<file path="src/tbrl_pkg.sv">
// ----------------------------------------------------------------------------
// tbrl_pkg
// Shared constants and types for the token bucket rate limiter.
// ----------------------------------------------------------------------------
package tbrl_pkg;

    localparam int          TOKEN_WIDTH_DEF = 16;
    localparam int          TIME_WIDTH_DEF  = 32;
    localparam int          COUNT_W         = 32;
    localparam int unsigned MS_PER_SECOND   = 1000;
    // bits needed to hold MS_PER_SECOND
    localparam int          MS_BITS         = 10;
    localparam int unsigned RATE_RESET      = 10;
    localparam int unsigned CAPACITY_RESET  = 16;

    typedef enum logic [0:0] {
        CFG_REFILL_RATE     = 1'b0,
        CFG_BUCKET_CAPACITY = 1'b1
    } cfg_index_t;

endpackage

</file>
<file path="src/tbrl_seconds.sv">
// ----------------------------------------------------------------------------
// tbrl_seconds
// Whole seconds from clamped milliseconds by reciprocal multiplication.
// ----------------------------------------------------------------------------
module tbrl_seconds #(
    parameter int TOKEN_WIDTH = tbrl_pkg::TOKEN_WIDTH_DEF
) (
    input  logic                                       clk,
    input  logic                                       rst_n,
    input  logic                                       in_valid,
    output logic                                       ready,
    input  logic [TOKEN_WIDTH+tbrl_pkg::MS_BITS-1:0]   elapsed_clamped,
    output logic                                       out_valid,
    input  logic                                       down_ready,
    output logic [TOKEN_WIDTH:0]                       secs
);
    import tbrl_pkg::*;

    localparam int CLAMP_W = TOKEN_WIDTH + MS_BITS;
    localparam int SHIFT   = CLAMP_W + MS_BITS;
    localparam int RECIP_W = CLAMP_W + 1;
    localparam int PROD_W  = CLAMP_W + RECIP_W;
    // ceiling reciprocal; exact quotient for every CLAMP_W-bit numerator
    localparam logic [63:0] RECIP_FULL =
        ((64'd1 << SHIFT) / 64'(MS_PER_SECOND)) + 64'd1;
    localparam logic [RECIP_W-1:0] RECIP = RECIP_FULL[RECIP_W-1:0];

    logic                 valid_reg;
    logic                 accept;
    logic [PROD_W-1:0]    product;
    logic [TOKEN_WIDTH:0] secs_reg;

    assign ready  = !valid_reg || down_ready;
    assign accept = in_valid && ready;

    assign product = PROD_W'(elapsed_clamped) * PROD_W'(RECIP);

    always_ff @(posedge clk or negedge rst_n)
    begin
        if (!rst_n)
        begin
            valid_reg <= 1'b0;
        end
        else if (ready)
        begin
            valid_reg <= in_valid;
        end
    end

    always_ff @(posedge clk)
    begin
        if (accept)
        begin
            secs_reg <= product[SHIFT +: TOKEN_WIDTH+1];
        end
    end

    assign out_valid = valid_reg;
    assign secs      = secs_reg;

endmodule

</file>
<file path="config.mk">
export PLATFORM = sky130hd
export DESIGN_NAME = tbrl_seconds
export DESIGN_NICKNAME = d
export VERILOG_FILES = /design/src/tbrl_pkg.sv /design/src/tbrl_seconds.sv
export SDC_FILE = /design/constraint.sdc
export NUM_CORES = 1
export LEC_CHECK = 0
export ABC_AREA = 1
export BUFFER_PORTS_ARGS = -buffer_cell sky130_fd_sc_hd__buf_2
export CORE_AREA = 2 2 164 166
export CTS_CLUSTER_SIZE = 24
export DETAILED_ROUTE_END_ITERATION = 8
export DIE_AREA = 0 0 166 168
export PLACE_DENSITY = 0.66
export SLEW_MARGIN = 15
export SYNTH_ARGS = -nofsm -noshare
export SYNTH_HDL_FRONTEND = slang
export SYNTH_SLANG_ARGS = --single-unit
</file>
<file path="constraint.sdc">
create_clock -name clk -period 2.4 [get_ports clk]
set_clock_uncertainty 0.2 [all_clocks]
set_input_delay 0.12 -clock clk [delete_from_list [all_inputs] [get_ports clk]]
set_output_delay 0.12 -clock clk [all_outputs]
set_load 0.01 [all_outputs]
</file>
==> qor.csv <==
stage,metric,value,unit
yosys,synth.most_common_cell,inv_1,
global_route,antenna_found_initial,0,
critical_path,worstSetupPathType,input pin to register,
clock_tree,cts_sinks,18,
critical_path,cp-end-kind,register,
floorplan,rows,60,
yosys,synth.avg_cell_area,7.68,µm²
drt,drcViolationCount,0,
yosys,synth_edf_count,17,
sta,slew_violations,0,
yosys,syn-num-nets,2182,
sta,worst_pin_slew,380,ps
global_route,grt_pass1_vias,11718,
critical_path,reg2reg_from,out_valid,
drt,ant_nets,0,
clock_tree,cts.clk_slew.worst_paths,60,ps
yosys,synth.area.top_cells,"fa_1 (33%), ha_1 (26%), inv_1 (17%), nand2_1 (11%), edfxtp_1 (4.0%)",
drt,routedWlPerCell,15.9,µm
finish,largest_reg_flops,17,
yosys,yosys_warnings,0,
global_route,grt_pass1_wl,59100,µm
placement,io_buffers,48,
critical_path,crit_chain,buf_8 -> inv_4 -> fa_2 -> inv_2 -> fa_1 -> fa_1 -> fa_2 -> fa_1 -> fa_1 -> inv_1 -> fa_1 -> inv_2 -> ha_4 -> nand2_4 -> nor2_4 -> nand2_2 -> nor2_4 -> nand3_2 -> a21oi_2 -> nand2_2 -> nand3_2 -> nand2_1,
floorplan,die_w,166,µm
sta,finalCritPeriodShare,222,%
drt,vias,10778,
sta,clock.fmax,0.188,GHz
critical_path,cp-start-kind,input pin,
clock_tree,h-tree-depth,1,
yosys,yosys.area.top_type,fa_1,
drt,viasPerCell,4.77,
critical_path,slowest_delay,580,ps
floorplan,core-area,26400,µm²
yosys,netlist.area_leader.share,33.0,%
sta,fin_crit,5330,ps
yosys,synthCells,1672,
critical_path,crit_path_max_fanout,3,
status,violations,negative setup slack,
critical_path,crit_buf_inv,5,
run,cap_violations,0,
sta,holdWs,286,ps
critical_path,r2r_slack,1010,ps
critical_path,r2r-end,out_valid,
global_route,gr-total-overflow,0,
global_route,track_usage,26.7,%
yosys,ys.flop_type,edfxtp_1,
critical_path,cp_slowest_cell,fa_2,
floorplan,die_y,168,µm
critical_path,cp_common_cell,fa_1,
floorplan,pin_count,49,
finish,drive_above_1_share,23.8,%
drt,firstDrtPassIters,5,
critical_path,required,2200,ps
sta,setup_viol,17,
clock_tree,cts_tree,yes,
critical_path,reg2regPathDepth,3,
critical_path,crit_family,adder cells,
finish,syn_to_final_growth,24.6,%
yosys,synth_cell_types,24,
hold_path,hold_end,secs[1],
sta,rsz0062_at_grt,yes,
sta,hold_violations,0,
hold_path,holdCritPathClass,input pin to register,
placement,dp_hpwl,32600,µm
status,status,"complete, but fails checks",
sta,fin_ws,-2930,ps
clock_tree,insertion_delay,240,ps
placement,gp_congestion,0.961,
drt,routed_wl,36000,µm
critical_path,crit_arrival,5130,ps
yosys,ys_seq_area_share,4.17,%
drt,drt_iter0_drc,636,
global_route,grt_max_degree,18,
floorplan,die-area,27900,µm²
hold_path,worstHoldStart,down_ready,
sta,max_slew_margin,74.3,%
hold_path,hold_depth,4,
floorplan,start_util,48.8,%
finish,nNetsFinal,2428,
finish,n_antenna_cell,0,
clock_tree,cts_buffers,3,
yosys,ys_ff_latch,18,
yosys,async_reset_ff_share,5.56,%
yosys,synth.top_cells.by_count,"inv_1 (577), nand2_1 (384), ha_1 (268)",
yosys,syn_area,12800,µm²
clock_tree,cts-root-buf,clkbuf_16,
clock_tree,clock_path_buffers,2,
finish,fillerInstances,2335,
## per-stage QoR
stage	std cells	utilization, %	instance area [µm²]	setup TNS (ps)	worst slack [ps]
global placement	2242	57.2	15100	-54780	-3350
global route	2258	60.8	16000	-51200	-3070
CTS	2253	59.4	15700	-48440	-2910
finish	2258	60.8	16000	-48380	-2930
detailed placement	2242	57.2	15100	-55710	-3400
floorplan	1672	-	13000	-45020	-2670
## repair_timing
item                                    CTS  global route
resized for setup                       116            87
buffers inserted                          3             5
endpoints found under the setup margin   17            17
pin swaps                                35            52
endpoints found under the hold margin     2             0
cloned                                    0             0
hold buffers                              4             0
## cells in the final DEF, fill, tap and decap left out, types with 2 or more instances in the layout
cell type      count
ha_1             238
o21ai_0            4
buf_12             2
inv_2             32
nand2_2           55
inv_4              3
buf_2             36
fa_1             197
nor3_1             4
ha_2               3
a21oi_4            2
dlygate4sd3_1      4
nand2_1          330
nand3_2            3
edfxtp_1          17
inv_1            545
nand3_1           30
nand4_1           19
a21oi_1           19
nand2_4           10
nor2_2            18
ha_4              27
or2_2              2
buf_6              8
o21bai_1           4
nor2_1            43
buf_4            189
nor3_4             4
nor3_2             8
nor2_4            22
a21oi_2           10
clkbuf_16          3
fa_2              15
## per-layer routing
layer	vias up	routed length (µm)	track usage, %	part of all wire [%]
met2	230	17800	48.2	49
met5	-	0	0	0
li1	5351	-	-	-
met4	0	903	5.67	2.5
met1	5146	15900	35.1	44
met3	51	1420	2.30	3.9
## worst register-to-register path, stage by stage (launching register included)
cell           delay [ps]
dfrtp_1               390
nand2_1                90
nand2_1                40
dlygate4sd3_1         550
## final cells by class
type / count / area (µm²) / share of cell area (%)
repair buffers: 241 / 1790 / 11.2
multi-input cells: 1072 / 11000 / 68.6
well taps: 341 / 427 / 2.67
inverters: 582 / 2200 / 13.7
flip-flops and latches: 18 / 536 / 3.35
clock buffers: 4 / 78.8 / 0.492
## worst max-delay path by stage
stage	cells past startpoint	end	start
3_5_place_dp	20	secs[8]	elapsed_clamped[9]
3_3_place_gp	22	secs[8]	elapsed_clamped[9]
6_report	22	secs[4]	elapsed_clamped[20]
4_1_cts	22	secs[4]	elapsed_clamped[20]
5_1_grt	21	secs[11]	elapsed_clamped[25]
2_1_floorplan	21	secs[4]	elapsed_clamped[23]
## logic make-up (layout without fill, tap and decap cells)
group / count (synthesis) / count (layout) / share of synthesized area (%)
fa+ha+maj: 480 / 480 / 59.1
flops: 18 / 18 / 4.17
buf+inv: 582 / 827 / 17.0
compound gates: 41 / 41 / 1.72
simple gates: 551 / 551 / 18.0
Power is left out: the tool's default activity adds up to more than one toggle a clock period on the data nets, which glitch-free logic cannot reach.
