### config.mk
export PLATFORM = sky130hd
export DESIGN_NAME = tbrl_elapsed
export DESIGN_NICKNAME = d
export VERILOG_FILES = /design/src/tbrl_pkg.sv /design/src/tbrl_elapsed.sv
export SDC_FILE = /design/constraint.sdc
export NUM_CORES = 1
export LEC_CHECK = 0
export ABC_AREA = 1
export BUFFER_PORTS_ARGS = -buffer_cell sky130_fd_sc_hd__buf_2
export CAP_MARGIN = 20
export CORE_ASPECT_RATIO = 0.75
export CORE_MARGIN = 8
export CORE_UTILIZATION = 41
export CTS_BUF_LIST = sky130_fd_sc_hd__clkbuf_8 sky130_fd_sc_hd__clkbuf_16
export DETAILED_ROUTE_END_ITERATION = 8
export PLACE_DENSITY = 0.65
export SYNTH_ARGS = -nofsm -noshare
export SYNTH_HDL_FRONTEND = slang
export SYNTH_SLANG_ARGS = --single-unit
### constraint.sdc
create_clock -name clk -period 2.88 [get_ports clk]
set_input_delay 0.288 -clock clk [delete_from_list [all_inputs] [get_ports clk]]
set_output_delay 0.288 -clock clk [all_outputs]
set_load 0.05 [all_outputs]
### src/tbrl_pkg.sv
// ----------------------------------------------------------------------------
// tbrl_pkg
// Shared constants and types for the token bucket rate limiter.
// ----------------------------------------------------------------------------
package tbrl_pkg;

    localparam int          TOKEN_WIDTH_DEF = 16;
    localparam int          TIME_WIDTH_DEF  = 32;
    localparam int          COUNT_W         = 32;
    localparam int unsigned MS_PER_SECOND   = 1000;
    // bits needed to hold MS_PER_SECOND
    localparam int          MS_BITS         = 10;
    localparam int unsigned RATE_RESET      = 10;
    localparam int unsigned CAPACITY_RESET  = 16;

    typedef enum logic [0:0] {
        CFG_REFILL_RATE     = 1'b0,
        CFG_BUCKET_CAPACITY = 1'b1
    } cfg_index_t;

endpackage

### src/tbrl_elapsed.sv
// ----------------------------------------------------------------------------
// tbrl_elapsed
// Input stage: elapsed time since last refill, refill time update, clamp.
// ----------------------------------------------------------------------------
module tbrl_elapsed #(
    parameter int TOKEN_WIDTH = tbrl_pkg::TOKEN_WIDTH_DEF,
    parameter int TIME_WIDTH  = tbrl_pkg::TIME_WIDTH_DEF
) (
    input  logic                                       clk,
    input  logic                                       rst_n,
    input  logic                                       in_valid,
    output logic                                       ready,
    input  logic [TIME_WIDTH-1:0]                      now_ms,
    output logic                                       out_valid,
    input  logic                                       down_ready,
    output logic [TOKEN_WIDTH+tbrl_pkg::MS_BITS-1:0]   elapsed_clamped
);
    import tbrl_pkg::*;

    localparam int CLAMP_W = TOKEN_WIDTH + MS_BITS;
    localparam int EXT_W   = (TIME_WIDTH > CLAMP_W) ? TIME_WIDTH : CLAMP_W;
    // beyond this many ms the bucket refills completely at any nonzero rate
    localparam logic [EXT_W-1:0] LIMIT = EXT_W'(MS_PER_SECOND) << TOKEN_WIDTH;

    logic                  valid_reg;
    logic                  accept;
    logic [TIME_WIDTH-1:0] last_refill_reg;
    logic [TIME_WIDTH-1:0] last_refill_next;
    logic [TIME_WIDTH-1:0] elapsed;
    logic [EXT_W-1:0]      elapsed_ext;
    logic                  refill_due;
    logic [CLAMP_W-1:0]    clamp_reg;
    logic [CLAMP_W-1:0]    clamp_next;

    assign ready  = !valid_reg || down_ready;
    assign accept = in_valid && ready;

    always_comb
    begin
        elapsed          = now_ms - last_refill_reg;
        refill_due       = elapsed >= TIME_WIDTH'(MS_PER_SECOND);
        elapsed_ext      = EXT_W'(elapsed);
        clamp_next       = (elapsed_ext >= LIMIT) ? LIMIT[CLAMP_W-1:0]
                                                  : elapsed_ext[CLAMP_W-1:0];
        last_refill_next = (accept && refill_due) ? now_ms : last_refill_reg;
    end

    always_ff @(posedge clk or negedge rst_n)
    begin
        if (!rst_n)
        begin
            valid_reg       <= 1'b0;
            last_refill_reg <= '0;
        end
        else
        begin
            if (ready)
            begin
                valid_reg <= in_valid;
            end
            last_refill_reg <= last_refill_next;
        end
    end

    always_ff @(posedge clk)
    begin
        if (accept)
        begin
            clamp_reg <= clamp_next;
        end
    end

    assign out_valid       = valid_reg;
    assign elapsed_clamped = clamp_reg;

endmodule

==> metrics.yaml <==
status: "finished clean"
clock_latency_ns: 0.33
yosysWarnings: 0
ys.flop_type: "dfrtp_1"
nNetsFinal: 968
start_util_pct: 42.0
path_max_fanout: 24
regArea_um2: 1610
finClkSkew_ns: 0.00556
rsz0062_at_grt: "false"
ys_seq_area_share_pct: 31.1
yosysTopAreaCellShare_pct: 25.2
die_w_um: 146
tightest_slew_ns: 0.763
synth_area_um2: 5170
avgViaCountPerCell: 4.56
arrival_ns: 2.96
die_area_um2: 16500
grt_overflow: 0
first_global_vias: 4418
synth.area.top_cells: "nand2_1, dfrtp_1, edfxtp_1"
synth_edf_count: 26
finalSetupTns_ns: 0
clk_pin_slew_ns: 0.05
fmax_ghz: 0.371
antenna_found_initial: 0
diodes: 0
start_kind: "flop"
grt_use_total_pct: 16.7
drt-wirelength-per-cell_um: 12.4
vias: 4883
synth.avg_cell_area_um2: 6.22
clockBufferDepth: 2
detail_route.iter0.violations: 396
powerDensity_nw_per_um2: 578
ctsHoldBuffers: 0
synthArstFlopShare_pct: 55.9
fill_cells: 1343
dp_hpwl_um: 11000
finalCritPeriodShare_pct: 93.6
syn_inst: 831
cts.sinks: 59
rr_worst_depth: 17
core_area_um2: 12300
synth_nets: 899
grt_pass1_wl_um: 22000
max-slew-margin-rel_pct: 49.1
std_cell_rows: 35
leakage_nw: 3.54
post-route-util_pct: 49.1
min_period_ns: 2.70
drcViolationCount: 0
grt_max_degree: 40
critPathKind: "flop to flop"
final-setup-viol-count: 0
die_h_um: 113
final_antenna_net_count: 0
synthToLayoutAreaGrowth_pct: 16.8
postCtsSetupBuffers: 0
drtPass1Iterations: 8
layout-drive-gt1-share_pct: 15.0
slew_viol_final: 0
routed_wl_um: 13300
yosysTopAreaCell: "nand2_1"
htree_levels: 3
multiInputGateArea_um2: 2850
largest_reg_flops: 32
cts-root-buf: "clkbuf_16"
gp_routability_congestion: 0.908
cp-end-kind: "flop"
synth_cell_type_count: 35
ioPinCount: 64
cts_tree: "done"
io_buffers: 63
synth_seq_cells: 59
hold_class: "input pin to asynchronous set/reset pin"
maxCapViolCount: 0
peakVddDrop_uv: 292
final-hold-violation-count: 0
required_ns: 3.15
cts_made_buffers: 9
-- worst max-delay path, cell delays in order, from the launching register on --
cell and delay [ns]:
dfrtp_1 0.34, inv_1 0.05, ha_1 0.40, nand2_2 0.12
nor2_1 0.23, nand3_1 0.13, nand3b_2 0.16, nand2_1 0.09
nand3_1 0.08, nand2_1 0.15, nor2_1 0.13, nand2_1 0.07
nor2_2 0.16, nand3_4 0.13, nand2_4 0.10, buf_12 0.16
nand2_1 0.07, nand2_1 0.06
-- kinds of logic (layout without fill, tap and decap cells) --
kind of cell | after synthesis | in the layout | synth area share (%)
xor+xnor | 5 | 5 | 0.847
fa+ha+maj | 32 | 32 | 7.89
buf+inv | 191 | 265 | 14.7
simple gates | 517 | 517 | 42.4
compound gates | 27 | 27 | 3.05
flops | 59 | 59 | 31.1
-- cells in the final DEF, fill, tap and decap left out, types with 5 or more instances in the layout --
cell type	n
inv_1	173
dfrtp_1	33
inv_2	7
nor2_2	14
nand2_1	342
nand4_1	7
a21oi_1	18
a21oi_2	5
clkbuf_16	9
ha_1	25
nand3_1	65
xor2_1	5
ha_2	6
nand2_2	8
edfxtp_1	26
buf_2	63
nor2_1	59
-- synth_stat cells (2+ instances only) --
cell,n
a21oi_1,20
a21oi_2,4
and2_1,3
buf_2,4
buf_8,3
clkbuf_1,3
clkinv_1,3
dfrtp_1,33
edfxtp_1,26
ha_1,31
inv_1,171
inv_2,6
nand2_1,347
nand2_2,3
nand3_1,65
nand3_2,4
nand3b_1,3
nand4_1,7
nor2_1,61
nor2_2,12
nor3_1,3
nor3_2,2
xor2_1,5
-- path summary, 6_finish.rpt --
path,start,slack [ns],end
max,last_refill_reg[10]$_DFFE_PN0P_,0.18,last_refill_reg[12]$_DFFE_PN0P_
min,rst_n,0.02,last_refill_reg[30]$_DFFE_PN0P_
max reg2reg,last_refill_reg[10]$_DFFE_PN0P_,0.18,last_refill_reg[12]$_DFFE_PN0P_
min reg2reg,last_refill_reg[6]$_DFFE_PN0P_,0.47,last_refill_reg[6]$_DFFE_PN0P_
max in group asynchronous,rst_n,2.36,last_refill_reg[10]$_DFFE_PN0P_
min in group clk,in_valid,0.19,out_valid$_DFFE_PN0N_
-- power by group --
part           switching [mW]  internal (mW)  leakage [nW]
logic                   0.965          0.454          2.73
registers              0.0379          0.969         0.643
clock network           0.360          0.704         0.159
-- repair_timing --
action,4_1_cts,5_1_grt
endpoints found under the setup margin,0,57
resized for setup,0,16
hold endpoints to repair,0,0
-- final cells by class --
type | instances | area share (%)
Timing Repair Buffer | 69 | 6.59
Inverter | 180 | 11.2
Clock buffer | 11 | 4.18
Clock inverter | 5 | 0.766
Tap cell | 166 | 3.44
Sequential cell | 59 | 26.6
Multi-Input combinational cell | 581 | 47.2
-- layer usage --
| metal | track usage [%] | part of all wire, % | routed length, um | up-vias |
|---|---|---|---|---|
| met1 | 25.0 | 54 | 7170 | 2096 |
| met2 | 22.6 | 37 | 4970 | 129 |
| met4 | 4.77 | 0.89 | 118 | 0 |
| met3 | 4.51 | 7.7 | 1020 | 7 |
| met5 | 0 | 0 | 0 | - |
| li1 | - | - | - | 2651 |
-- metrics by stage --
| stage | total power [mW] | instances | hold slack, ns | worst slack, ns | area, um2 |
|---|---|---|---|---|---|
| floorplan | 2.06 | 831 | -0.00759 | 0.420 | 5170 |
| global placement | 2.40 | 1055 | 0.393 | 0.112 | 5700 |
| detailed placement | 2.41 | 1055 | 0.397 | 0.0634 | 5700 |
| CTS | 3.50 | 1071 | 0.0470 | 0.104 | 6000 |
| global route | 3.77 | 1071 | 0.0672 | 0.000268 | 6040 |
| finish | 3.49 | 1071 | 0.0172 | 0.185 | 6040 |
Power figures use the tool's default switching activity.
