==> config.mk <==
export PLATFORM = sky130hd
export DESIGN_NAME = tbrl_bucket
export DESIGN_NICKNAME = d
export VERILOG_FILES = /design/src/tbrl_pkg.sv /design/src/tbrl_bucket.sv
export SDC_FILE = /design/constraint.sdc
export NUM_CORES = 1
export LEC_CHECK = 0
export BUFFER_PORTS_ARGS = -buffer_cell sky130_fd_sc_hd__buf_2
export CAP_MARGIN = 20
export CORE_MARGIN = 8
export CORE_UTILIZATION = 60
export DETAILED_ROUTE_END_ITERATION = 12
export PLACE_DENSITY = 0.84
export SYNTH_ARGS = -nofsm -noshare
export SYNTH_HDL_FRONTEND = slang
export SYNTH_SLANG_ARGS = --single-unit
==> constraint.sdc <==
create_clock -name clk -period 12.1 [get_ports clk]
set_input_delay 0.605 -clock clk [delete_from_list [all_inputs] [get_ports clk]]
set_output_delay 0.605 -clock clk [all_outputs]
set_load 0.01 [all_outputs]
==> src/tbrl_pkg.sv <==
// ----------------------------------------------------------------------------
// tbrl_pkg
// Shared constants and types for the token bucket rate limiter.
// ----------------------------------------------------------------------------
package tbrl_pkg;

    localparam int          TOKEN_WIDTH_DEF = 16;
    localparam int          TIME_WIDTH_DEF  = 32;
    localparam int          COUNT_W         = 32;
    localparam int unsigned MS_PER_SECOND   = 1000;
    // bits needed to hold MS_PER_SECOND
    localparam int          MS_BITS         = 10;
    localparam int unsigned RATE_RESET      = 10;
    localparam int unsigned CAPACITY_RESET  = 16;

    typedef enum logic [0:0] {
        CFG_REFILL_RATE     = 1'b0,
        CFG_BUCKET_CAPACITY = 1'b1
    } cfg_index_t;

endpackage

==> src/tbrl_bucket.sv <==
// ----------------------------------------------------------------------------
// tbrl_bucket
// Token count, capacity, spend decision, counters and result register.
// ----------------------------------------------------------------------------
module tbrl_bucket #(
    parameter int TOKEN_WIDTH = tbrl_pkg::TOKEN_WIDTH_DEF
) (
    input  logic                            clk,
    input  logic                            rst_n,
    input  logic                            in_valid,
    output logic                            ready,
    input  logic [TOKEN_WIDTH-1:0]          add_tokens,
    input  logic                            cap_we,
    input  logic [TOKEN_WIDTH-1:0]          cap_data,
    output logic                            out_valid,
    input  logic                            out_stall,
    output logic                            allowed,
    output logic [TOKEN_WIDTH-1:0]          tokens_left,
    output logic [tbrl_pkg::COUNT_W-1:0]    allowed_count,
    output logic [tbrl_pkg::COUNT_W-1:0]    blocked_count
);
    import tbrl_pkg::*;

    logic                   valid_reg;
    logic                   accept;
    logic [TOKEN_WIDTH-1:0] cap_reg;
    logic [TOKEN_WIDTH-1:0] token_reg;
    logic [TOKEN_WIDTH-1:0] token_next;
    logic [TOKEN_WIDTH-1:0] room;
    logic [TOKEN_WIDTH-1:0] filled;
    logic                   pass;
    logic                   allowed_reg;
    logic [TOKEN_WIDTH-1:0] tokens_left_reg;
    logic [COUNT_W-1:0]     allowed_count_reg;
    logic [COUNT_W-1:0]     blocked_count_reg;

    assign ready  = !valid_reg || !out_stall;
    assign accept = in_valid && ready;

    // token count never exceeds capacity, so room cannot underflow
    always_comb
    begin
        room       = cap_reg - token_reg;
        filled     = (add_tokens >= room) ? cap_reg : token_reg + add_tokens;
        pass       = filled != '0;
        token_next = pass ? filled - 1'b1 : filled;
    end

    always_ff @(posedge clk or negedge rst_n)
    begin
        if (!rst_n)
        begin
            valid_reg         <= 1'b0;
            cap_reg           <= TOKEN_WIDTH'(CAPACITY_RESET);
            token_reg         <= TOKEN_WIDTH'(CAPACITY_RESET);
            allowed_count_reg <= '0;
            blocked_count_reg <= '0;
        end
        else
        begin
            if (ready)
            begin
                valid_reg <= in_valid;
            end
            if (accept)
            begin
                token_reg <= token_next;
                if (pass)
                begin
                    allowed_count_reg <= allowed_count_reg + 1'b1;
                end
                else
                begin
                    blocked_count_reg <= blocked_count_reg + 1'b1;
                end
            end
            else if (cap_we)
            begin
                cap_reg <= cap_data;
                if (token_reg > cap_data)
                begin
                    token_reg <= cap_data;
                end
            end
        end
    end

    always_ff @(posedge clk)
    begin
        if (accept)
        begin
            allowed_reg     <= pass;
            tokens_left_reg <= token_next;
        end
    end

    assign out_valid     = valid_reg;
    assign allowed       = allowed_reg;
    assign tokens_left   = tokens_left_reg;
    assign allowed_count = allowed_count_reg;
    assign blocked_count = blocked_count_reg;

endmodule

==> results of run 1 <==
## Yosys cell counts, types with 6 or more instances
cell type | count | area, sq um
a21oi_1 | 32 | 160
inv_1 | 60 | 225
clkbuf_1 | 10 | 37.5
o21ai_0 | 40 | 200
mux2i_1 | 20 | 200
o21a_1 | 10 | 75.1
or3_1 | 7 | 43.8
xor2_1 | 51 | 447
nand3_1 | 44 | 220
and3_1 | 15 | 93.8
nand2_1 | 78 | 293
nand4_1 | 13 | 81.3
dfrtp_1 | 95 | 2380
ha_1 | 66 | 826
or2_2 | 7 | 43.8
o211ai_1 | 6 | 45.0
nor2_1 | 67 | 251
edfxtp_1 | 17 | 510
xnor2_1 | 47 | 412
nor4_1 | 6 | 37.5
nor3_1 | 16 | 80.1
mux2_2 | 10 | 113
a21o_1 | 14 | 105
## area by class of cell
| cell class | count | area (sq um) |
|---|---|---|
| Timing Repair Buffer | 126 | 678 |
| Fill cell | 973 | 3460 |
| Clock inverter | 13 | 175 |
| Clock buffer | 19 | 453 |
| Inverter | 60 | 225 |
| Tap cell | 172 | 215 |
| Sequential cell | 114 | 2940 |
| Multi-Input combinational cell | 634 | 4480 |
## metal layers
layer  GRT usage  up-vias  routed length (microns)
met5           0        -                       21
met4       0.109        4                      557
met3      0.0698       66                     1720
met2       0.407      308                     9810
met1       0.317     3188                     8650
li1            -     3185                        -
## power by group
| group | total, mW | leakage, nW | internal [mW] | switching, mW |
|---|---|---|---|---|
| Sequential | 0.587 | 1.39 | 0.505 | 0.0812 |
| Clock | 0.536 | 0.306 | 0.338 | 0.198 |
| Combinational | 1.36 | 2.85 | 0.554 | 0.806 |
| Total | 2.48 | 4.54 | 1.40 | 1.09 |
## final timing paths
check,from,to,slack (ns),cells after the start
worst min register to register,allowed_count[31],allowed_count[31],0.46,1
worst max register to register,cap_reg[0],blocked_count[31],4.85,27
worst min-delay path,rst_n,allowed_count[14],0.04,1
worst max-delay path,cap_reg[0],blocked_count[31],4.85,27
min in group clk,in_valid,out_valid,0.39,2
max in group asynchronous,rst_n,cap_reg[4],11.18,3
## worst max-delay path: cells and delay by family, from the launching register on
kind                     cells  cell delay [ns]
flip-flops                   1             0.39
AND/OR/NAND/NOR              3             1.68
XOR/XNOR                     2             0.33
buffers and inverters        3             0.47
multiplexers                 1             0.38
AO/OA/AOI/OAI               14             2.81
adder cells (fa/ha/maj)      4             1.08
## kinds of logic after synthesis
group	Yosys count	synth area share
and+or+nand+nor	286	0.184
AOI/OAI and AO/OA	151	0.129
DFF	114	0.381
xor gates and xnor gates	98	0.111
buffers and inverters	78	0.0405
adders and majority gates	68	0.112
muxes	31	0.0424
## stage by stage
step | cells | hold slack, ns | setup slack (ns) | total power [mW]
after floorplan | 826 | 0.309 | 5.57 | 1.55
after global placement | 1104 | 0.451 | 5.36 | 1.87
after detailed placement | 1104 | 0.456 | 5.11 | 1.91
after CTS | 1136 | 0.0434 | 5.02 | 2.46
after global routing | 1138 | 0.0568 | 4.25 | 2.64
final | 1138 | 0.0406 | 4.85 | 2.48
==> results by group, run 1 <==
Drt
  • Drt pass-1 iters: 5
  • Initial detailed-routing violation count: 493
  • Average routed wire per standard cell: 18.2 microns
  • Vias: 6,751
  • Post-Route WL: 20,800 microns
  • Remaining DRCs: 0
  • Antenna viol nets, final: 0
  • Vias per cell: 5.93

Finish
  • Post-layout util: 0.726
  • Layout cells sized above 1: 0.200
  • Most frequent cells in the layout: 118 x buf_2, 95 x dfrtp_1, 78 x nand2_1
  • Layout Nets: 1,058
  • Area growth from synthesis to layout: 18.7%
  • Finished Cell Area: 9160 sq um
  • Most common cell after layout, fill and taps aside: buf_2
  • Antenna cells: 0

Critical path
  • WS Path Type: flip-flop to flip-flop
  • CP peak stage delay: 0.69 ns
  • Worst Path Required: 12.45 ns
  • CP dominant cell by count: a21oi_1
  • CP Capture Type: flip-flop
  • Peak fanout along the critical path: 29
  • Arr. time, crit path: 7.60 ns
  • Element type at the critical path start: flip-flop
  • Critical-path top delay cell: nand4_1

Die
  • Die width: 129 microns
  • Total die area: 16,800 sq um
  • Cell Rows: 41
  • # IOs: 120
  • Core Region: 12,600 sq um
  • Die height: 129 microns
  • Initial Util: 0.612

GRT
  • Total grt overflow: 0
  • Number of global-route vias before repair: 6,737
  • Largest net degree at the start of global routing: 80
  • Tot GR Track Use: 0.254
  • First-pass GRT wire length: 33,300 microns
  • Initial antenna violation count: 2

Power and ir drop
  • PwrDens: 271 nW/um^2
  • Pleak: 4.54 nW
  • Peak VDD IR: 163 uV

Synth
  • Synth cell types: 67
  • Synth Flop Type: dfrtp_1
  • Synth Warn #: 0
  • Synth Cell Area: 7720 sq um
  • Synth Register Bits: 114
  • Mapped Nets: 931
  • Sequential element share of the synthesized area: 0.381
  • Synth async-reset ratio: 0.851
  • Syn Inst Count: 826
  • EDFF count, synth: 17
  • Syn avg cell area: 9.35 sq um

STA
  • Final Hold Fails: 0
  • Slew Limit Fails: 0
  • TNS Setup: 0 ns
  • Slew @ Worst Pin: 1.01 ns
  • Slew Limit Headroom: 0.318
  • Worst Skew: 0.00817 ns
  • Tcrit/Tclk final: 0.599
  • RSZ-0062 raised after global routing: false
  • Final min period: 7.25 ns
  • Final setup violation count: 0
  • F_max: 138 MHz

Run status
  • Status: finished, final reports clean

Place
  • Dpl cell area: 8490 sq um
  • Final GP Congestion: 0.902
  • Port bufs: 119
  • Post-DP HPWL: 15,100 microns

Clocking
  • Root Driver: clkbuf_16
  • Worst-Skew Late Latency: 0.43 ns
  • Htree depth: 4
  • Reg clk slew, reported paths: 0.06 ns
  • Longest Clk Path Bufs: 2
  • CTS sink cnt: 114
  • Postcts setup bufs: 0
  • Post-cts gate resize count: 0
  • CTS tree: built
  • Cts hold-fix bufs: 0
  • Inserted Clock Buffers: 17

Run
  • Max-cap violations: 0

Worst hold path
  • Hold Crit Class: input pin to asynchronous set/reset pin
Power figures use the tool's default switching activity.
==> run 2: changes to the inputs <==
--- a/config.mk
+++ b/config.mk
@@ -8,9 +8,9 @@
 export BUFFER_PORTS_ARGS = -buffer_cell sky130_fd_sc_hd__buf_2
 export CAP_MARGIN = 20
 export CORE_MARGIN = 8
-export CORE_UTILIZATION = 60
+export CORE_UTILIZATION = 58
 export DETAILED_ROUTE_END_ITERATION = 12
-export PLACE_DENSITY = 0.84
+export PLACE_DENSITY = 0.81
 export SYNTH_ARGS = -nofsm -noshare
 export SYNTH_HDL_FRONTEND = slang
 export SYNTH_SLANG_ARGS = --single-unit
==> constraint.sdc (replaced) <==
create_clock -name clk -period 7 [get_ports clk]
set_input_delay 0.35 -clock clk [delete_from_list [all_inputs] [get_ports clk]]
set_output_delay 0.35 -clock clk [all_outputs]
set_load 0.01 [all_outputs]
==> results by group, run 2 (synthesized netlist as in run 1, its figures left out) <==
STA
  • Tcrit/Tclk final: 0.926
  • Worst Skew: 0.00920 ns
  • Slew Limit Headroom: 0.315
  • F_max: 154 MHz
  • Final Hold Fails: 0
  • TNS Setup: 0 ns
  • RSZ-0062 raised after global routing: false
  • Final setup violation count: 0
  • Final min period: 6.48 ns
  • Slew @ Worst Pin: 1.03 ns
  • Slew Limit Fails: 0

Run status
  • Status: finished, final reports clean

Critical path
  • CP dominant cell by count: a21oi_1
  • Worst reg2reg path depth: 27
  • RR Startpoint: cap_reg[0]
  • Setup slack, reg-to-reg: 0.52 ns
  • CP peak stage delay: 0.42 ns
  • Worst Setup SP: cap_reg[0]
  • Element type at the critical path start: flip-flop
  • Arr. time, crit path: 6.85 ns
  • Peak fanout along the critical path: 11
  • Critical-path top delay cell: nand4_1
  • Worst Path Required: 7.37 ns
  • Number of cells on the critical path: 27
  • Bufs and invs on worst path: 4
  • CP Capture Type: flip-flop
  • WS Path Type: flip-flop to flip-flop
  • CP delay by family, top: compound AO/OA/AOI/OAI gates
  • Reg-to-reg critical path endpoint: token_reg[4]
  • CP Capture Point: token_reg[4]

Power and ir drop
  • Switching Power: 1.88 mW
  • Combinational Power Share: 0.558
  • Pleak: 4.54 nW
  • PwrDens: 466 nW/um^2
  • Peak VDD IR: 285 uV
  • Net Sw Frac: 0.443
  • P_int: 2.36 mW
  • Clock Power Share: 0.203
  • Reg power frac: 0.238

GRT
  • First-pass GRT wire length: 33,800 microns
  • Number of global-route vias before repair: 6,747
  • Total grt overflow: 0
  • Initial antenna violation count: 2
  • Tot GR Track Use: 0.240
  • Largest net degree at the start of global routing: 77

Clocking
  • Root Driver: clkbuf_16
  • Worst-Skew Late Latency: 0.42 ns
  • Htree depth: 4
  • CTS sink cnt: 114
  • Longest Clk Path Bufs: 2
  • Reg clk slew, reported paths: 0.06 ns
  • CTS tree: built
  • Inserted Clock Buffers: 17

Die
  • Cell Rows: 42
  • Die width: 131 microns
  • # IOs: 120
  • Total die area: 17,300 sq um
  • Core Region: 13,100 sq um
  • Die height: 131 microns
  • Initial Util: 0.588

Drt
  • Average routed wire per standard cell: 17.9 microns
  • Vias per cell: 5.82
  • Vias: 6,660
  • Antenna viol nets, final: 0
  • Post-Route WL: 20,400 microns
  • Remaining DRCs: 0
  • Initial detailed-routing violation count: 434
  • Drt pass-1 iters: 8

Finish
  • Area growth from synthesis to layout: 18.1%
  • Layout cells sized above 1: 0.201
  • Layout Nets: 1,059
  • Most frequent cells in the layout: 118 x buf_2, 95 x dfrtp_1, 78 x nand2_1
  • Finished Cell Area: 9120 sq um
  • Fin cells: 1,144
  • Most common cell after layout, fill and taps aside: buf_2

Run
  • Max-cap violations: 0

Place
  • Dpl cell area: 8510 sq um
  • Final GP Congestion: 0.908
  • Cells after DPL: 1,109
  • Port bufs: 119
  • Post-DP HPWL: 15,300 microns

Worst hold path
  • HP Start: in_valid
  • Hold Crit Class: input pin to flip-flop
run 2: cell count changes in the layout (fill, tap and decap cells not counted), sizes merged:
cell         delta
diode           +1
bufinv          -2
clkinv          -5
inv             +9
dlygate4sd3     +1
clkbuf          -2
run 2: power by group through the flow:
stage	Sequential [mW]	Clock (mW)	Combinational, mW
2_1_floorplan	1.02	0	1.66
3_3_place_gp	1.02	0	2.23
3_5_place_dp	1.02	0	2.28
4_1_cts	1.01	0.868	2.32
5_1_grt	1.03	0.901	2.63
6_report	1.01	0.863	2.37
run 2: worst min path at each step:
stage / endpoint / slack [ns] / cells past startpoint
after floorplan: allowed_count[0] / 0.05 / 0
after global placement: allowed_count[7] / 0.25 / 1
after detailed placement: allowed_count[13] / 0.25 / 1
after CTS: out_valid / 0.13 / 2
after global routing: out_valid / 0.14 / 2
final: out_valid / 0.15 / 2
run 2: worst reg2reg max path: stages (launching register included):
cell and delay (ns):
dfrtp_1 0.38, inv_1 0.08, ha_1 0.17, inv_1 0.06
fa_1 0.40, a21o_1 0.18, a21oi_1 0.22, o21bai_1 0.10
a21oi_1 0.26, o21bai_1 0.10, a21oi_1 0.26, o211ai_1 0.16
a31o_2 0.25, a21oi_1 0.18, xor2_1 0.18, ha_1 0.29
a21oi_1 0.18, a21boi_0 0.12, a311oi_1 0.35, a21boi_4 0.35
buf_4 0.21, mux2_2 0.33, o21ai_0 0.18, nand4_1 0.42
buf_4 0.32, and3_1 0.18, o32ai_1 0.32, mux2_2 0.21
run 2: through the flow:
step	hold WS [ns]	util	power (mW)	setup WS (ns)
2_1_floorplan	0.0544	-	2.69	0.465
3_3_place_gp	0.251	0.647	3.25	0.640
3_5_place_dp	0.254	0.647	3.30	0.343
4_1_cts	0.133	0.692	4.20	0.248
5_1_grt	0.144	0.694	4.55	0.0340
6_report	0.148	0.694	4.25	0.518
run 2: metal layers:
layer / up-vias / GRT usage / routed length, microns
met4: 2 / 0.108 / 702
met1: 3164 / 0.296 / 8650
met3: 60 / 0.0625 / 1370
met5: - / 0 / 10
met2: 246 / 0.390 / 9700
li1: 3188 / - / -
run 2: final cells by class:
cell class	count	area, sq um
Antenna cell	1	2.50
Sequential cell	114	2940
Tap cell	176	220
Timing Repair Buffer	127	661
Inverter	60	225
Clock inverter	15	156
Multi-Input combinational cell	634	4490
Fill cell	1009	4020
Clock buffer	17	425
run 2: what timing repair did:
item                                   CTS  global route
setup buffers                            0             1
endpoints found under the hold margin   21             0
setup endpoints to repair                0            28
hold buffers                             1             0
gates resized for setup                  0             2
