==> src/tbrl_pkg.sv <==
// ----------------------------------------------------------------------------
// tbrl_pkg
// Shared constants and types for the token bucket rate limiter.
// ----------------------------------------------------------------------------
package tbrl_pkg;

    localparam int          TOKEN_WIDTH_DEF = 16;
    localparam int          TIME_WIDTH_DEF  = 32;
    localparam int          COUNT_W         = 32;
    localparam int unsigned MS_PER_SECOND   = 1000;
    // bits needed to hold MS_PER_SECOND
    localparam int          MS_BITS         = 10;
    localparam int unsigned RATE_RESET      = 10;
    localparam int unsigned CAPACITY_RESET  = 16;

    typedef enum logic [0:0] {
        CFG_REFILL_RATE     = 1'b0,
        CFG_BUCKET_CAPACITY = 1'b1
    } cfg_index_t;

endpackage

==> src/tbrl_refill.sv <==
// ----------------------------------------------------------------------------
// tbrl_refill
// Tokens to add: seconds times refill rate, saturated to the token width.
// ----------------------------------------------------------------------------
module tbrl_refill #(
    parameter int TOKEN_WIDTH = tbrl_pkg::TOKEN_WIDTH_DEF
) (
    input  logic                   clk,
    input  logic                   rst_n,
    input  logic                   in_valid,
    output logic                   ready,
    input  logic [TOKEN_WIDTH:0]   secs,
    input  logic [TOKEN_WIDTH-1:0] refill_rate,
    output logic                   out_valid,
    input  logic                   down_ready,
    output logic [TOKEN_WIDTH-1:0] add_tokens
);
    localparam int PROD_W = 2 * TOKEN_WIDTH + 1;

    logic                   valid_reg;
    logic                   accept;
    logic [PROD_W-1:0]      product;
    logic                   overflow;
    logic [TOKEN_WIDTH-1:0] add_reg;
    logic [TOKEN_WIDTH-1:0] add_next;

    assign ready  = !valid_reg || down_ready;
    assign accept = in_valid && ready;

    always_comb
    begin
        product  = PROD_W'(secs) * PROD_W'(refill_rate);
        overflow = |product[PROD_W-1:TOKEN_WIDTH];
        // all ones is never below the room left in the bucket
        add_next = overflow ? '1 : product[TOKEN_WIDTH-1:0];
    end

    always_ff @(posedge clk or negedge rst_n)
    begin
        if (!rst_n)
        begin
            valid_reg <= 1'b0;
        end
        else if (ready)
        begin
            valid_reg <= in_valid;
        end
    end

    always_ff @(posedge clk)
    begin
        if (accept)
        begin
            add_reg <= add_next;
        end
    end

    assign out_valid  = valid_reg;
    assign add_tokens = add_reg;

endmodule

==> config.mk <==
export PLATFORM = sky130hd
export DESIGN_NAME = tbrl_refill
export DESIGN_NICKNAME = d
export VERILOG_FILES = /design/src/tbrl_pkg.sv /design/src/tbrl_refill.sv
export SDC_FILE = /design/constraint.sdc
export NUM_CORES = 1
export LEC_CHECK = 0
export BUFFER_PORTS_ARGS = -buffer_cell sky130_fd_sc_hd__clkbuf_2
export CAP_MARGIN = 20
export CORE_MARGIN = 2
export CORE_UTILIZATION = 30
export CTS_CLUSTER_DIAMETER = 40
export DETAILED_ROUTE_END_ITERATION = 8
export PLACE_DENSITY_LB_ADDON = 0.08
export RECOVER_POWER = 50
export SETUP_SLACK_MARGIN = 0.02
export SLEW_MARGIN = 10
export SYNTH_ARGS = -nofsm -noshare
export SYNTH_HDL_FRONTEND = slang
export SYNTH_SLANG_ARGS = --single-unit
==> constraint.sdc <==
create_clock -name clk -period 2.95 [get_ports clk]
set_clock_uncertainty 0.05 [all_clocks]
set_input_delay 0.295 -clock clk [delete_from_list [all_inputs] [get_ports clk]]
set_output_delay 0.295 -clock clk [all_outputs]
set_load 0.02 [all_outputs]
==> impl_results.md, run 1 <==
- Slowest-stage cell, CP: fa_1
- # DRC: 0
- # diodes: 0
- Failing checks: negative setup slack
- H-tree depth: 1
- Crit end category: register
- Post-synth EDFFs: 16
- Post-synthesis cell type count: 62
- Post-synth top flop: edfxtp_1
- F_max: 0.162 GHz
- Bufs on Longest Clock Path: 2
- CTS Buf Count: 3
- DIE AREA: 34400 um^2
- Final slew viol count: 0
- Drt pass-1 iters: 4
- Row count: 66
- Initial DRC count: 247
- Final setup viols: 16
- Yosys warns: 0
- Sequential fraction of the synthesis area: 0.0512
- Die Span X: 185 um
- Critical path arrival: 6130 ps
- Most Used Layer, Global Route: met2
- CP delay by family, top: adder cells
- Critical Path Start Type: primary input
- Layout cell share with drive strength beyond 1: 0.240
- First-pass GRT wire length: 46.0 mm
- Largest stage delay, worst path: 580 ps
- Mapped Avg Cell Area: 9.03 um^2
- Crit path buffers/inverters: 9
- Worst hold path type: primary input to register
- M2 GR Usage: 0.307
- Die height: 185 um
- Synthesized flop and latch total: 17
- Finished Core Util: 0.395
- Core Area: 32500 um^2
- Nets: 1658
- Vias in the first global route: 8642
- GP Congestion: 0.800
- CTS tree: yes
- Period Utilization, post-route: 2.09
- Synth Instances: 1094
- Worst-path maximum fanout: 8
- IO Count: 55
- # Max-Cap Violations: 0
- Critical Path RT: 2900 ps
- Area grow syn2layout: 29.9%
- Vias per cell: 4.49
- Sink Count: 17
- Worst skew pair latency: 250 ps
- Initial antenna violation count: 0
- Routed len/inst: 15.9 um
- Port bufs: 54
- Crit path time final: 6180 ps
- Total grt overflow: 0
- RSZ-0062 raised after global routing: yes
- Worst-path clk slew: 60 ps
- GRT Overall Usage: 0.170
- Post-route ant nets: 0
- Most used cell, CP: fa_1
- Slew HR: 0.487
- Post-route insts no fill: 1749
- Starting Density: 0.304
- Synth async-reset ratio: 0.0588
- Dpl hpwl: 24.5 mm
- Largest net degree at the start of global routing: 17
- WS Path Type: primary input to register
- Met3 Usage GRT: 0.00767
- Final hold viol count: 0
- Routed wire length: 27.8 mm
- Mapped cell area: 9880 um^2
- Post-route cell area: 12800 um^2
- Post-route worst setup slack: -3230 ps
- Met1 usage: 0.237
- Worst-Margin Slew: 770 ps
- Syn_nets: 1444
- Placed cell areas: 12000 um^2
- Status: complete, but fails checks
- # placed instances: 1722
- Routed via count: 7852
- CTS root buffer: clkbuf_16
## cells in the mapped netlist, types with 7 or more instances
library cell    n  share of area
a21o_1          7         0.0053
a21oi_1        28          0.014
and2_1        171           0.11
clkbuf_1       38          0.014
edfxtp_1       16          0.049
fa_1          208           0.42
ha_1          105           0.13
inv_1         222          0.084
nand2_1       125          0.048
nand3_1        22          0.011
nand4_1         9         0.0057
nor2_1         28          0.011
o21ai_0        10         0.0051
xnor2_1        13          0.012
## stage by stage
stage | hold slack (ps) | TNS [ps] | worst slack [ps]
after floorplan | -50.6 | -51650 | -3270
after global placement | 21.1 | -62540 | -3910
after detailed placement | 20.6 | -62130 | -3900
after CTS | 192 | -53470 | -3360
after global routing | 194 | -55020 | -3460
final | 192 | -51370 | -3230
## sequential cells by signal, indices dropped and copies added, names as in the netlist
register    flops
add_tokens     16
out_valid       1
## final timing paths
| path | startpoint | to | slack, ps | cells past startpoint |
|---|---|---|---|---|
| min in group asynchronous | rst_n | out_valid | 290 | 2 |
| max in group asynchronous | rst_n | out_valid | 2470 | 2 |
| hold reg to reg | out_valid | out_valid | 470 | 2 |
| setup / recovery | refill_rate[5] | add_tokens[3] | -3230 | 25 |
| setup reg to reg | out_valid | add_tokens[8] | 1410 | 2 |
| hold / removal | in_valid | out_valid | 190 | 2 |
## timing repair
item	4_1_cts	5_1_grt
hold buffers	1	0
gates resized for setup	88	62
endpoints found under the setup margin	16	16
hold endpoints to repair	1	0
pin swaps	8	32
setup buffers	14	5
cloned	2	1
## cell type report
| cell class | count | area, um^2 |
|---|---|---|
| inverters | 222 | 833 |
| well taps | 442 | 553 |
| flip-flops and latches | 17 | 505 |
| clock inverters | 1 | 5.00 |
| fillers | 3362 | 19600 |
| clock buffers | 3 | 75.1 |
| multi-input cells | 812 | 8730 |
| repair buffers | 252 | 2120 |
## worst reg2reg max path: stages (launching register included)
cell      delay [ps]
dfrtp_1          370
nand2b_1         100
and2_1           640
## cells by family after synthesis
group | after synthesis | share of synthesized area
XOR/XNOR | 19 | 0.0169
AO/OA/AOI/OAI | 98 | 0.0716
buffers and inverters | 265 | 0.102
adder cells (fa/ha/maj) | 313 | 0.555
multiplexers | 3 | 0.00317
AND/OR/NAND/NOR | 379 | 0.200
flip-flops | 17 | 0.0512
## cell usage in the layout, fill, tap and decap left out, types with 5 or more instances in the layout
cell type | Yosys | routed
a211oi_1 | 6 | 5
a21o_1 | 7 | 7
a21oi_1 | 28 | 22
and2_1 | 171 | 158
and2_4 | 0 | 13
and3_1 | 6 | 5
buf_4 | 1 | 176
buf_6 | 1 | 17
clkbuf_1 | 38 | 17
clkbuf_16 | 0 | 9
clkbuf_2 | 0 | 8
clkbuf_4 | 0 | 7
clkbuf_8 | 0 | 12
edfxtp_1 | 16 | 16
fa_1 | 208 | 205
ha_1 | 105 | 96
ha_4 | 0 | 7
inv_1 | 222 | 215
inv_2 | 0 | 7
nand2_1 | 125 | 120
nand3_1 | 22 | 18
nand4_1 | 9 | 9
nor2_1 | 28 | 26
o21ai_0 | 10 | 7
xnor2_1 | 13 | 13
xor2_1 | 6 | 6
## per-layer routing
| metal | part of all wire | routed length (um) |
|---|---|---|
| met1 | 0.47 | 13200 |
| met2 | 0.51 | 14100 |
| met3 | 0.015 | 429 |
| met4 | 0.0023 | 65 |
| met5 | 0 | 0 |
Power of run 1 is left out: the tool's default activity adds up to more than one toggle a clock period on the data nets, which glitch-free logic cannot reach.
==> inputs of run 2 (changes only) <==
==> constraint.sdc (replaced) <==
create_clock -name clk -period 7.16 [get_ports clk]
set_clock_uncertainty 0.05 [all_clocks]
set_input_delay 0.716 -clock clk [delete_from_list [all_inputs] [get_ports clk]]
set_output_delay 0.716 -clock clk [all_outputs]
set_load 0.02 [all_outputs]
==> run 2 against run 1 <==
The run now ends clean. Worst setup slack gained 3500 ps. Via count fell by 6.3%. Clock-buffer cell count did not move. Hold slack worse by 18 ps. First-iteration DRC count down 16%. Final cell count down 8.4%. Critical path depth down 2. Register-to-register slack better by 4000 ps. Sequential share of layout area increased by 0.65 points. Sequential cell count unchanged. Largest cell class unchanged.
==> impl_results.md, run 2 (same netlist as run 1, synthesis figures left out) <==
- Most frequent cells in the layout: inv_1, fa_1, and2_1 (was inv_1, fa_1, buf_4)
- Row count: 66 (unchanged)
- Post-route cell area: 11000 um^2 (was 12800 um^2)
- Post-CTS Setup Bufs: 0 (was 14)
- Dpl hpwl: 23.6 mm (was 24.5 mm)
- Die height: 185 um (unchanged)
- Worst-Margin Slew: 1040 ps (was 770 ps)
- Slowest-stage cell, CP: fa_1 (unchanged)
- Sink Count: 17 (unchanged)
- Max reg flops: 16 (unchanged)
- GRT Overall Usage: 0.167 (was 0.170)
- Layout cell share with drive strength beyond 1: 0.0922 (was 0.240)
- Final hold viol count: 0 (unchanged)
- Die Span X: 185 um (unchanged)
- Vias in the first global route: 8289 (was 8642)
- F_max: 0.146 GHz
- CTS Buf Count: 3 (unchanged)
- Most used cell, CP: fa_1 (unchanged)
- Slew HR: 0.306 (was 0.487)
- Crit end category: register (unchanged)
- Worst path cell trace: clkbuf_2 > and2_1 > fa_1 > inv_1 > fa_1 > inv_1 > fa_1 > fa_1 > fa_1 > inv_1 > fa_1 > inv_1 > ha_1 > nand2_1 > o21ai_1 > a31oi_2 > o21ai_2 > buf_4 > o2111ai_1 > a22o_1 > nor4_4 > buf_12 > nand3_1
- Largest net degree at the start of global routing: 18 (was 17)
- Finished Core Util: 0.339 (was 0.395)
- Most common cell after layout, fill and taps aside: inv_1 (unchanged)
- # placed instances: 1598 (was 1722)
- First-pass GRT wire length: 45.2 mm (was 46.0 mm)
- Status: complete, no violations (was complete, but fails checks)
- IO Count: 55 (unchanged)
- Port bufs: 54 (unchanged)
- # diodes: 0 (unchanged)
- DIE AREA: 34400 um^2 (unchanged)
- Bufs on Longest Clock Path: 2 (unchanged)
- Routed via count: 7360 (was 7852)
- Post-route insts no fill: 1602 (was 1749)
- WS Path Type: primary input to register (unchanged)
- Worst-path maximum fanout: 16 (was 8)
- CTS tree: yes (unchanged)
- Total grt overflow: 0 (unchanged)
- # DRC: 0 (unchanged)
- GP Congestion: 0.772 (was 0.800)
- Starting Density: 0.304 (unchanged)
- Placed cell areas: 10900 um^2 (was 12000 um^2)
- Largest stage delay, worst path: 530 ps (was 580 ps)
- Post-Route Setup TNS: 0 ps (was -51370 ps)
- CP delay by family, top: adder cells (unchanged)
- Core Area: 32500 um^2 (unchanged)
- Initial antenna violation count: 0 (unchanged)
- Final setup viols: 0 (was 16)
- Initial DRC count: 207 (was 247)
- Critical Path RT: 7090 ps (was 2900 ps)
- H-tree depth: 1 (unchanged)
- Critical Path Start Type: primary input (unchanged)
- CTS root buffer: clkbuf_16 (unchanged)
- CP startpoint: refill_rate[4] (was refill_rate[5])
- Crit path time final: 6850 ps
- Drt pass-1 iters: 5 (was 4)
- R2r startpoint: out_valid (unchanged)
- Worst-path clk slew: 50 ps (was 60 ps)
- Routed len/inst: 16.7 um (was 15.9 um)
- Final slew viol count: 0 (unchanged)
- Worst hold path type: primary input to async pin (was primary input to register)
- Critical path arrival: 6780 ps (was 6130 ps)
- Period Utilization, post-route: 0.956
- Nets: 1511 (was 1658)
- Routed wire length: 26.8 mm (was 27.8 mm)
- Area grow syn2layout: 11.5% (was 29.9%)
- Worst skew pair latency: 240 ps (was 250 ps)
- Crit path buffers/inverters: 7 (was 9)
- Post-route ant nets: 0 (unchanged)
- Vias per cell: 4.59 (was 4.49)
- RSZ-0062 raised after global routing: yes (unchanged)
- # Max-Cap Violations: 0 (unchanged)
run 2: changes by cell type in the layout (fill, tap and decap cells not counted), sizes merged:
cell and change:
dlygate4sd3 -1, buf -148, clkbuf +2
run 2: routing by layer:
layer / vias up / track usage / wire [um]
met3: 10 / 0.00786 / 411
met1: 3773 / 0.231 / 12500
met4: 0 / 0.0108 / 129
li1: 3504 / - / -
met5: - / 0 / 0
met2: 73 / 0.301 / 13800
run 2: through the flow:
step | worst slack (ps) | hold slack (ps)
after floorplan | 297 | 370
after global placement | 25.4 | 442
after detailed placement | -16.8 | 442
after CTS | 198 | 179
after global routing | 17.9 | 177
final | 314 | 173
run 2: final cells by class:
cell class | instances | area (um^2)
fillers | 3450 | 21400
multi-input cells | 812 | 8380
inverters | 222 | 833
repair buffers | 105 | 656
well taps | 442 | 553
flip-flops and latches | 17 | 505
clock buffers | 3 | 75.1
clock inverters | 1 | 5.00
run 2: path summary, 6_finish.rpt:
path | endpoint | slack [ps] | cells past startpoint
worst min-delay path | out_valid | 170 | 1
min in group clk | out_valid | 480 | 2
max in group asynchronous | out_valid | 6790 | 1
worst min register to register | out_valid | 480 | 2
worst max register to register | add_tokens[8] | 5420 | 2
worst max-delay path | add_tokens[13] | 310 | 23
run 2: timing repair:
item,4_1_cts,5_1_grt
gates resized for setup,0,7
hold endpoints to repair,0,0
hold buffers,0,0
setup endpoints to repair,0,16
Power of run 2 is left out for the same reason.
==> inputs of run 3 (changes only) <==
--- a/config.mk
+++ b/config.mk
@@ -8,7 +8,7 @@
 export BUFFER_PORTS_ARGS = -buffer_cell sky130_fd_sc_hd__clkbuf_2
 export CAP_MARGIN = 20
 export CORE_MARGIN = 2
-export CORE_UTILIZATION = 30
+export CORE_UTILIZATION = 40
 export CTS_CLUSTER_DIAMETER = 40
 export DETAILED_ROUTE_END_ITERATION = 8
 export PLACE_DENSITY_LB_ADDON = 0.08
==> run 3 against run 2 <==
Routed wire length is 8.8% lower. Utilization is 10 points higher. Sequential share of layout area is 0.12 points higher. Die area is 24% lower. Critical path type unchanged. Global-route usage is 3.1 points higher. First-iteration DRC count is 71% higher. Clock-buffer cell count stayed put.
==> impl_results.md, run 3 (same netlist as run 1, synthesis figures left out) <==
- Largest stage delay, worst path: 540 ps (was 530 ps)
- # placed instances: 1466 (was 1598)
- R2r startpoint: out_valid (unchanged)
- Count of hold-fix buffers inserted at cts: 0 (unchanged)
- Largest net degree at the start of global routing: 18 (unchanged)
- Post-CTS Setup Bufs: 0 (unchanged)
- Placed cell areas: 10700 um^2 (was 10900 um^2)
- Worst-Margin Slew: 1060 ps (was 1040 ps)
- Worst hold path type: primary input to async pin (unchanged)
- Sink Count: 17 (unchanged)
- Die Span X: 161 um (was 185 um)
- Post-route insts no fill: 1470 (was 1602)
- Post-Route Setup TNS: 0 ps (unchanged)
- Row count: 57 (was 66)
- DIE AREA: 26000 um^2 (was 34400 um^2)
- Slowest-stage cell, CP: fa_1 (unchanged)
- Routed via count: 7378 (was 7360)
- CTS tree: yes (unchanged)
- Starting Density: 0.407 (was 0.304)
- # diodes: 0 (unchanged)
- Routed wire length: 24.4 mm (was 26.8 mm)
- Routed len/inst: 16.6 um (was 16.7 um)
- # DRC: 0 (unchanged)
- Drt pass-1 iters: 4 (was 5)
- Crit end category: register (unchanged)
- First-pass GRT wire length: 41.9 mm (was 45.2 mm)
- Filler Cells Inserted: 2526 (was 3450)
- Worst-path clk slew: 50 ps (about the same)
- Vias in the first global route: 7980 (was 8289)
- GRT Overall Usage: 0.198 (was 0.167)
- Layout cell share with drive strength beyond 1: 0.0794 (was 0.0922)
- Post-route ant nets: 0 (unchanged)
- CTS Buf Count: 3 (unchanged)
- Post-route cell area: 10700 um^2 (was 11000 um^2)
- Final setup viols: 0 (unchanged)
- GP Congestion: 0.811 (was 0.772)
- Critical Path RT: 7090 ps (about the same)
- # Max-Cap Violations: 0 (unchanged)
- Flop-to-flop setup slack: 5410 ps (was 5420 ps)
- Max reg flops: 16 (unchanged)
- R2r endpoint: add_tokens[10] (was add_tokens[8])
- Initial antenna violation count: 0 (unchanged)
- Critical Path Start Type: primary input (unchanged)
- Nets: 1497 (was 1511)
- Worst path cell trace: clkbuf_2 > buf_4 > nand2_1 > fa_1 > fa_1 > inv_1 > fa_1 > fa_1 > fa_1 > inv_1 > fa_1 > inv_1 > ha_1 > a21oi_1 > o21ai_1 > a31oi_2 > o21ai_2 > or3b_2 > a32o_1 > nor4_4 > buf_12 > nand3_1 (was clkbuf_2 > and2_1 > fa_1 > inv_1 > fa_1 > inv_1 > fa_1 > fa_1 > fa_1 > inv_1 > fa_1 > inv_1 > ha_1 > nand2_1 > o21ai_1 > a31oi_2 > o21ai_2 > buf_4 > o2111ai_1 > a22o_1 > nor4_4 > buf_12 > nand3_1)
- Port bufs: 54 (unchanged)
- CTS root buffer: clkbuf_16 (unchanged)
- Most used cell, CP: fa_1 (unchanged)
- Worst skew pair latency: 240 ps (about the same)
- Critical path arrival: 6770 ps (was 6780 ps)
- RSZ-0062 raised after global routing: no (was yes)
- IO Count: 55 (unchanged)
- Bufs on Longest Clock Path: 2 (unchanged)
- Status: complete, no violations (unchanged)
- Vias per cell: 5.02 (was 4.59)
- Slew HR: 0.295 (was 0.306)
- Crit path time final: 6840 ps (was 6850 ps)
- Reg2Reg Depth: 2 (unchanged)
- Final slew viol count: 0 (unchanged)
- Area grow syn2layout: 8.75% (was 11.5%)
- Most common cell after layout, fill and taps aside: inv_1 (unchanged)
- F_max: 0.146 GHz (about the same)
- Core Area: 24200 um^2 (was 32500 um^2)
- Final hold viol count: 0 (unchanged)
- Total grt overflow: 0 (unchanged)
- H-tree depth: 1 (unchanged)
- Period Utilization, post-route: 0.955 (was 0.956)
- Worst-path maximum fanout: 16 (unchanged)
- Dpl hpwl: 21.1 mm (was 23.6 mm)
- Most frequent cells in the layout: inv_1, fa_1, and2_1 (unchanged)
- Initial DRC count: 355 (was 207)
- Number of gates resized after cts: 0 (unchanged)
- Hold_ws: 185 ps (was 173 ps)
- Die height: 161 um (was 185 um)
- WS Path Type: primary input to register (unchanged)
## run 3: changes by cell type in the layout (fill, tap and decap cells not counted), sizes merged
cell / before / now
clkbuf: 55 / 54
buf: 53 / 40
## run 3: worst max path at each step
stage,start,endpoint,slack [ps],cells past startpoint
after detailed placement,refill_rate[4],add_tokens[12],10,22
after global routing,refill_rate[7],add_tokens[15],40,23
after CTS,refill_rate[4],add_tokens[12],240,22
after global placement,refill_rate[4],add_tokens[3],10,22
final,refill_rate[1],add_tokens[15],320,22
after floorplan,refill_rate[1],add_tokens[0],300,23
## run 3: through the flow
stage	setup slack, ps	utilization
3_3_place_gp	11.5	0.440
6_report	324	0.443
2_1_floorplan	297	-
4_1_cts	236	0.443
5_1_grt	38.7	0.443
3_5_place_dp	10.3	0.440
## run 3: final cells by class
class                           instances  area (um^2)  area share
Inverter                              222          833      0.0776
Sequential cell                        17          505      0.0471
Clock inverter                          1         5.00    0.000466
Tap cell                              324          405      0.0377
Clock buffer                            3         75.1     0.00699
Timing Repair Buffer                   91          544      0.0507
Multi-Input combinational cell        812         8370       0.779
## run 3: critical path, delay by kind of cell
family	cells	cell delay, ps
buffers and inverters	6	710
adders and majority gates	7	3420
and+or+nand+nor	4	860
AOI/OAI and AO/OA	5	1050
## run 3: layer usage
layer	part of all wire	vias to the layer above	track usage
met5	0	-	0
met4	0.0022	0	0.00974
met3	0.023	6	0.00796
met2	0.51	94	0.354
met1	0.46	3806	0.282
li1	-	3472	-
Power of run 3 is left out for the same reason.
